===== src/rtl/core/brr_pkg.sv =====
// shared types and constants of the brr block decoder
// no dependencies; used by every module under rtl/core
package brr_pkg;

  localparam int unsigned SampleW   = 17;
  localparam int unsigned CalcW     = 22;
  localparam logic [3:0]  RangeMax  = 4'd12;
  localparam logic [3:0]  BlockLen  = 4'd8;
  localparam logic        CfgIdxWrap = 1'b0;

  typedef enum logic [1:0] {
    FiltNone  = 2'd0,
    FiltOne   = 2'd1,
    FiltTwo   = 2'd2,
    FiltThree = 2'd3
  } brr_filt_e;

  // fields of the current block header
  typedef struct packed {
    logic [3:0] shift_range;
    brr_filt_e  filter_sel;
    logic       loop_flag;
    logic       end_flag;
  } brr_hdr_t;

endpackage


===== src/rtl/core/brr_cfg_regs.sv =====
// apb register file of the brr block decoder: wrap_history at byte address 0
// depends on brr_pkg
module brr_cfg_regs (
  input  logic        clk_i,
  input  logic        rst_ni,
  input  logic        psel,
  input  logic        penable,
  input  logic        pwrite,
  input  logic [2:0]  paddr,
  input  logic [31:0] pwdata,
  output logic [31:0] prdata,
  output logic        pready,
  output logic        wrap_o
);

  logic wrap_q, wrap_d;
  logic wr_en;

  assign pready = 1'b1;
  assign wr_en  = psel & penable & pwrite & pready;

  always_comb begin
    wrap_d = wrap_q;
    if (wr_en && (paddr[2] == brr_pkg::CfgIdxWrap)) begin
      wrap_d = pwdata[0];
    end
  end

  always_ff @(posedge clk_i or negedge rst_ni) begin
    if (!rst_ni) begin
      wrap_q <= 1'b0;
    end else begin
      wrap_q <= wrap_d;
    end
  end

  // low address bits ignored, word aligned access assumed
  assign prdata = (paddr[2] == brr_pkg::CfgIdxWrap) ? {31'd0, wrap_q} : 32'd0;
  assign wrap_o = wrap_q;

endmodule


===== src/rtl/core/brr_nibble_dec.sv =====
// one brr nibble to one doubled sample: range scaling, prediction filter, clamp
// depends on brr_pkg
module brr_nibble_dec (
  input  logic                                 wrap_i,
  input  brr_pkg::brr_hdr_t                    hdr_i,
  input  logic [3:0]                           nibble_i,
  input  logic signed [brr_pkg::SampleW-1:0]   prev_i,
  input  logic signed [brr_pkg::SampleW-1:0]   prev_prev_i,
  output logic signed [brr_pkg::SampleW-1:0]   sample_o
);

  logic signed [brr_pkg::CalcW-1:0] a1, a2, a1x13, nib_ext, scaled, pred, sum;
  logic signed [15:0]               clamped;
  logic signed [16:0]               doubled;

  always_comb begin
    a1      = brr_pkg::CalcW'(prev_i);
    a2      = brr_pkg::CalcW'(prev_prev_i);
    nib_ext = brr_pkg::CalcW'(signed'(nibble_i));
    a1x13   = (a1 <<< 3) + (a1 <<< 2) + a1;

    if (hdr_i.shift_range <= brr_pkg::RangeMax) begin
      scaled = (nib_ext <<< hdr_i.shift_range) >>> 1;
    end else begin
      scaled = nibble_i[3] ? -22'sd2048 : 22'sd0;
    end

    unique case (hdr_i.filter_sel)
      brr_pkg::FiltOne:   pred = (a1 >>> 1) + ((-a1) >>> 5);
      brr_pkg::FiltTwo:   pred = a1 + ((-(a1 + (a1 >>> 1))) >>> 5)
                                 - (a2 >>> 1) + (a2 >>> 5);
      brr_pkg::FiltThree: pred = a1 + ((-a1x13) >>> 7)
                                 - (a2 >>> 1) + ((a2 + (a2 >>> 1)) >>> 4);
      default:            pred = '0;
    endcase

    sum = scaled + pred;

    if (sum < -22'sd32768) begin
      clamped = 16'sh8000;
    end else if (sum > 22'sd32767) begin
      clamped = 16'sh7fff;
    end else begin
      clamped = sum[15:0];
    end

    doubled = {clamped, 1'b0};
    // new mode drops the top bit and sign extends from bit 15
    sample_o = wrap_i ? {doubled[15], doubled[15:0]} : doubled;
  end

endmodule


===== src/rtl/core/brr_adpcm_block_decoder.sv =====
// top level of the brr block decoder: stream ports, byte holding stage,
// history registers and output register; uses brr_pkg, brr_cfg_regs, brr_nibble_dec
// A header byte gives no item; a data byte gives two items, high nibble
// first, and brr_nibble_dec makes one sample per cycle while the output
// register is free; each sample feeds the history for the next one.
// The next byte is accepted in the cycle that decodes the low nibble. A result
// waiting in the output register stalls decoding until it is taken, so
// m_axis_tready reaches s_axis_tready in the same cycle. restart
// (tuser) forces a header and keeps the history; configuration is to be
// written over apb only while the block is idle, which the block does not enforce.
module brr_adpcm_block_decoder (
  input  logic        clk_i,
  input  logic        rst_ni,
  // apb configuration
  input  logic        psel,
  input  logic        penable,
  input  logic        pwrite,
  input  logic [2:0]  paddr,
  input  logic [31:0] pwdata,
  output logic [31:0] prdata,
  output logic        pready,
  // input stream
  input  logic        s_axis_tvalid,
  output logic        s_axis_tready,
  input  logic [7:0]  s_axis_tdata,   // [7:0] data_byte
  input  logic        s_axis_tuser,   // [0] restart
  // output stream
  output logic        m_axis_tvalid,
  input  logic        m_axis_tready,
  output logic [23:0] m_axis_tdata,   // [16:0] sample, [23:17] zero
  output logic [1:0]  m_axis_tuser,   // [0] block_end, [1] block_loop
  output logic        m_axis_tlast    // last
);

  logic wrap;

  brr_cfg_regs u_cfg (
    .clk_i   (clk_i),
    .rst_ni  (rst_ni),
    .psel    (psel),
    .penable (penable),
    .pwrite  (pwrite),
    .paddr   (paddr),
    .pwdata  (pwdata),
    .prdata  (prdata),
    .pready  (pready),
    .wrap_o  (wrap)
  );

  brr_pkg::brr_hdr_t hdr_q, hdr_d;
  logic [3:0]        left_q, left_d;
  logic              hold_vld_q, hold_vld_d;
  logic [7:0]        hold_byte_q, hold_byte_d;
  logic              phase_q, phase_d;
  logic signed [brr_pkg::SampleW-1:0] prev_q, prev_d, prev2_q, prev2_d;
  logic              out_vld_q, out_vld_d;
  logic signed [brr_pkg::SampleW-1:0] out_smp_q, out_smp_d;
  logic [1:0]        out_flags_q, out_flags_d;
  logic              out_last_q, out_last_d;

  logic out_free, dec_go, accept, is_hdr;
  logic [3:0] nibble;
  logic signed [brr_pkg::SampleW-1:0] dec_sample;

  assign out_free      = !out_vld_q || m_axis_tready;
  assign dec_go        = hold_vld_q && out_free;
  assign s_axis_tready = !hold_vld_q || (phase_q && dec_go);
  assign accept        = s_axis_tvalid && s_axis_tready;
  assign is_hdr        = s_axis_tuser || (left_q == 4'd0);
  assign nibble        = phase_q ? hold_byte_q[3:0] : hold_byte_q[7:4];

  brr_nibble_dec u_dec (
    .wrap_i      (wrap),
    .hdr_i       (hdr_q),
    .nibble_i    (nibble),
    .prev_i      (prev_q),
    .prev_prev_i (prev2_q),
    .sample_o    (dec_sample)
  );

  always_comb begin
    hdr_d       = hdr_q;
    left_d      = left_q;
    hold_vld_d  = hold_vld_q;
    hold_byte_d = hold_byte_q;
    phase_d     = phase_q;
    prev_d      = prev_q;
    prev2_d     = prev2_q;
    out_vld_d   = out_vld_q;
    out_smp_d   = out_smp_q;
    out_flags_d = out_flags_q;
    out_last_d  = out_last_q;

    if (dec_go) begin
      prev2_d     = prev_q;
      prev_d      = dec_sample;
      out_vld_d   = 1'b1;
      out_smp_d   = dec_sample;
      out_flags_d = {hdr_q.loop_flag, hdr_q.end_flag};
      out_last_d  = phase_q;
      if (phase_q) begin
        hold_vld_d = 1'b0;
      end else begin
        phase_d = 1'b1;
      end
    end else if (m_axis_tready) begin
      out_vld_d = 1'b0;
    end

    // header fields change only once the held byte is done with them
    if (accept) begin
      if (is_hdr) begin
        hdr_d  = brr_pkg::brr_hdr_t'(s_axis_tdata);
        left_d = brr_pkg::BlockLen;
      end else begin
        left_d      = left_q - 4'd1;
        hold_vld_d  = 1'b1;
        hold_byte_d = s_axis_tdata;
        phase_d     = 1'b0;
      end
    end
  end

  always_ff @(posedge clk_i or negedge rst_ni) begin
    if (!rst_ni) begin
      hdr_q      <= '0;
      left_q     <= 4'd0;
      hold_vld_q <= 1'b0;
      phase_q    <= 1'b0;
      prev_q     <= '0;
      prev2_q    <= '0;
      out_vld_q  <= 1'b0;
    end else begin
      hdr_q      <= hdr_d;
      left_q     <= left_d;
      hold_vld_q <= hold_vld_d;
      phase_q    <= phase_d;
      prev_q     <= prev_d;
      prev2_q    <= prev2_d;
      out_vld_q  <= out_vld_d;
    end
  end

  always_ff @(posedge clk_i) begin
    hold_byte_q <= hold_byte_d;
    out_smp_q   <= out_smp_d;
    out_flags_q <= out_flags_d;
    out_last_q  <= out_last_d;
  end

  assign m_axis_tvalid = out_vld_q;
  assign m_axis_tdata  = {7'd0, out_smp_q};
  assign m_axis_tuser  = out_flags_q;
  assign m_axis_tlast  = out_last_q;

endmodule

===== config.mk =====
export PLATFORM = sky130hd
export DESIGN_NAME = brr_adpcm_block_decoder
export DESIGN_NICKNAME = d
export VERILOG_FILES = /design/src/rtl/core/brr_pkg.sv /design/src/rtl/core/brr_cfg_regs.sv /design/src/rtl/core/brr_nibble_dec.sv /design/src/rtl/core/brr_adpcm_block_decoder.sv
export SDC_FILE = /design/constraint.sdc
export NUM_CORES = 1
export LEC_CHECK = 0
export ABC_CLOCK_PERIOD_IN_PS = 11300
export BUFFER_PORTS_ARGS = -buffer_cell sky130_fd_sc_hd__buf_2
export CAP_MARGIN = 20
export CORE_MARGIN = 5
export CORE_UTILIZATION = 62
export DETAILED_ROUTE_END_ITERATION = 10
export HOLD_SLACK_MARGIN = 0.1
export PLACE_DENSITY = 0.82
export SLEW_MARGIN = 5
export SYNTH_ARGS = -nofsm -noshare
export SYNTH_HDL_FRONTEND = slang
export SYNTH_HIERARCHICAL = 1
export SYNTH_SLANG_ARGS = --single-unit

===== constraint.sdc =====
create_clock -name clk_i -period 11.3 [get_ports clk_i]
set_input_delay 1.13 -clock clk_i [delete_from_list [all_inputs] [get_ports clk_i]]
set_output_delay 1.13 -clock clk_i [all_outputs]
set_load 0.005 [all_outputs]

==> flow_summary.ini <==
[drt]
firstDrtPassIters = 6
drc = 0
via_per_inst = 5.87
wl_um = 28200
met1_length_um = 12100
wl_met2_um = 13500
drt_iter0_markers = 884
vias = 9373
routedWlPerCell_um = 17.7
routed.top_layer = met4
wl_met3_um = 1890
antenna_left = 0

[setup_path]
max_stage_delay_ns = 0.76
crit_path_top_delay_cell = nor2_1
crit_required_ns = 11.54
cp-start-kind = flip-flop
worstSetupEndpointType = flip-flop
reg2reg_depth = 37
path_max_fanout = 11
critical_path_class = reg2reg
arrival_ns = 10.10

[clocking]
numCtsBuffers = 9
clk_pin_slew_ns = 0.06
clock_latency_ns = 0.35
cts_root_buf = clkbuf_16
cts_tree = done
cts.htree.levels = 3
cts_hold_buf = 0
cts.sink_count = 78
post_cts_buffers = 0
clockBufferDepth = 2
cts_resized = 0

[job]
maxCapViolCount = 0

[final_layout]
syn_to_final_growth_pct = 4.68
n_antenna_cell = 0
multiInputGateArea_sq_um = 8930
mostFrequentLayoutCells = inv_1 (162), ha_1 (159), fa_1 (83), nand2_1 (79), nor2_1 (78)
seqCellArea_sq_um = 2090
fin_cells = 1598
fin_nets = 1626
num-fill-cells = 1482
final_common_cell = inv_1
drive_gt1_frac = 0.106

[placement]
dp_cells = 1582
place_congestion = 0.963
numPortBuffers = 40
dp_hpwl_um = 22600

[hold_path]
min_path_cells = 0
hp-class = reg2reg

[grt]
grt_pass1_vias = 9123
antenna_found_initial = 0
grt_use_total = 0.257
grt_remaining_overflow = 0
grt_max_degree = 51
grt_pass1_wl_um = 45800

[die]
start_util = 0.634
coreArea_sq_um = 18800
row_count = 50
dieWidth_um = 149
ios = 113
die_area_sq_um = 22100
die_h_um = 149

[sta]
hold_violations = 0
min_period_over_period = 0.873
maxSlewHeadroom = 0.365
setup_violations = 0
period_minus_slack_ns = 9.87
finClkSkew_ns = 0.0166
setup_tns_ns = 0
rsz0062_at_grt = no
tightest_slew_ns = 0.949
drv_slew = 0
max_freq_mhz = 101

[run_status]
status = completed

[synth]
async_reset_ff_frac = 0.641
synth_flop_cell = dfrtp_1
yosys_register_bits = 78
ys_warn_count = 6
synthesis.instances = 1307
synth.avg_cell_area_sq_um = 9.13
synth_area_sq_um = 11900
synth_cell_types = 93
synth_edf_count = 28
yosysSeqAreaShare = 0.175
-- final timing paths --
kind,startpoint,endpoint,slack (ns)
max reg2reg,prev_q[3]$_DFFE_PN0P_,prev_q[10]$_DFFE_PN0P_,1.43
min reg2reg,hdr_q[1]$_DFFE_PN0P_,m_axis_tuser[1]$_DFFE_PP_,0.45
max,prev_q[3]$_DFFE_PN0P_,prev_q[10]$_DFFE_PN0P_,1.43
min in group asynchronous,rst_ni,prev_q[16]$_DFFE_PN0P_,0.91
min,hdr_q[1]$_DFFE_PN0P_,m_axis_tuser[1]$_DFFE_PP_,0.45
max in group asynchronous,rst_ni,prev2_q[0]$_DFFE_PN0P_,9.90
-- sequential cells by signal (all words and copies together) (netlist names), 2 cells and up --
signal,cells
prev2_q,17
left_q,4
hold_byte_q,8
m_axis_tuser,2
prev_q,17
out_smp_q,17
hdr_q,8
-- worst max-delay path, delay by kind of cell (launching register included) --
family | cells | cell delay (ns)
DFF | 1 | 0.50
buffers and inverters | 4 | 0.57
adders and majority gates | 7 | 2.64
and+or+nand+nor | 7 | 1.72
AOI/OAI and AO/OA | 16 | 3.68
xor gates and xnor gates | 2 | 0.32
muxes | 1 | 0.31
-- layout make-up --
class                           count  share of cell area
Multi-Input combinational cell   1037               0.715
Clock inverter                      7             0.00571
Timing Repair Buffer               44              0.0184
Inverter                          163              0.0490
Clock buffer                        9              0.0180
Tap cell                          260              0.0260
Sequential cell                    78               0.168
-- cell families (layout without fill, tap and decap cells) --
logic type,Yosys count,count (layout),share of synthesized area
and+or+nand+nor,289,289,0.121
adders and majority gates,242,242,0.306
other,4,40,0.00126
DFF,78,78,0.175
muxes,58,58,0.0568
xor gates and xnor gates,110,110,0.0825
buffers and inverters,228,223,0.0873
AOI/OAI and AO/OA,298,298,0.170
-- routing by layer --
layer | GRT usage | up-vias
met5 | 0 | -
met4 | 0.0808 | 0
met3 | 0.0399 | 50
met2 | 0.418 | 314
met1 | 0.353 | 4489
li1 | - | 4520
-- synthesized netlist by cell type, types with 28 or more instances --
library cell | instances | area share
buf_4 | 42 | 0.026
xnor2_1 | 67 | 0.049
mux2_2 | 37 | 0.035
nor2_1 | 78 | 0.025
nand2_1 | 79 | 0.025
edfxtp_1 | 28 | 0.070
inv_1 | 162 | 0.051
o21ai_0 | 59 | 0.025
ha_1 | 159 | 0.17
dfrtp_1 | 50 | 0.10
fa_1 | 83 | 0.14
a21oi_1 | 72 | 0.030
xor2_1 | 41 | 0.030
-- through the flow --
step,util,setup slack (ns),hold WS (ns),instance area (sq um)
after detailed placement,0.647,1.62,0.433,12200
final,0.663,1.43,0.446,12500
after CTS,0.663,1.60,0.448,12500
after global placement,0.647,1.74,0.422,12200
after floorplan,-,3.13,0.420,12100
after global routing,0.663,0.916,0.461,12500
Power is not shown: default switching activity piles up to over one toggle a cycle in this logic, so the estimate is an artifact.
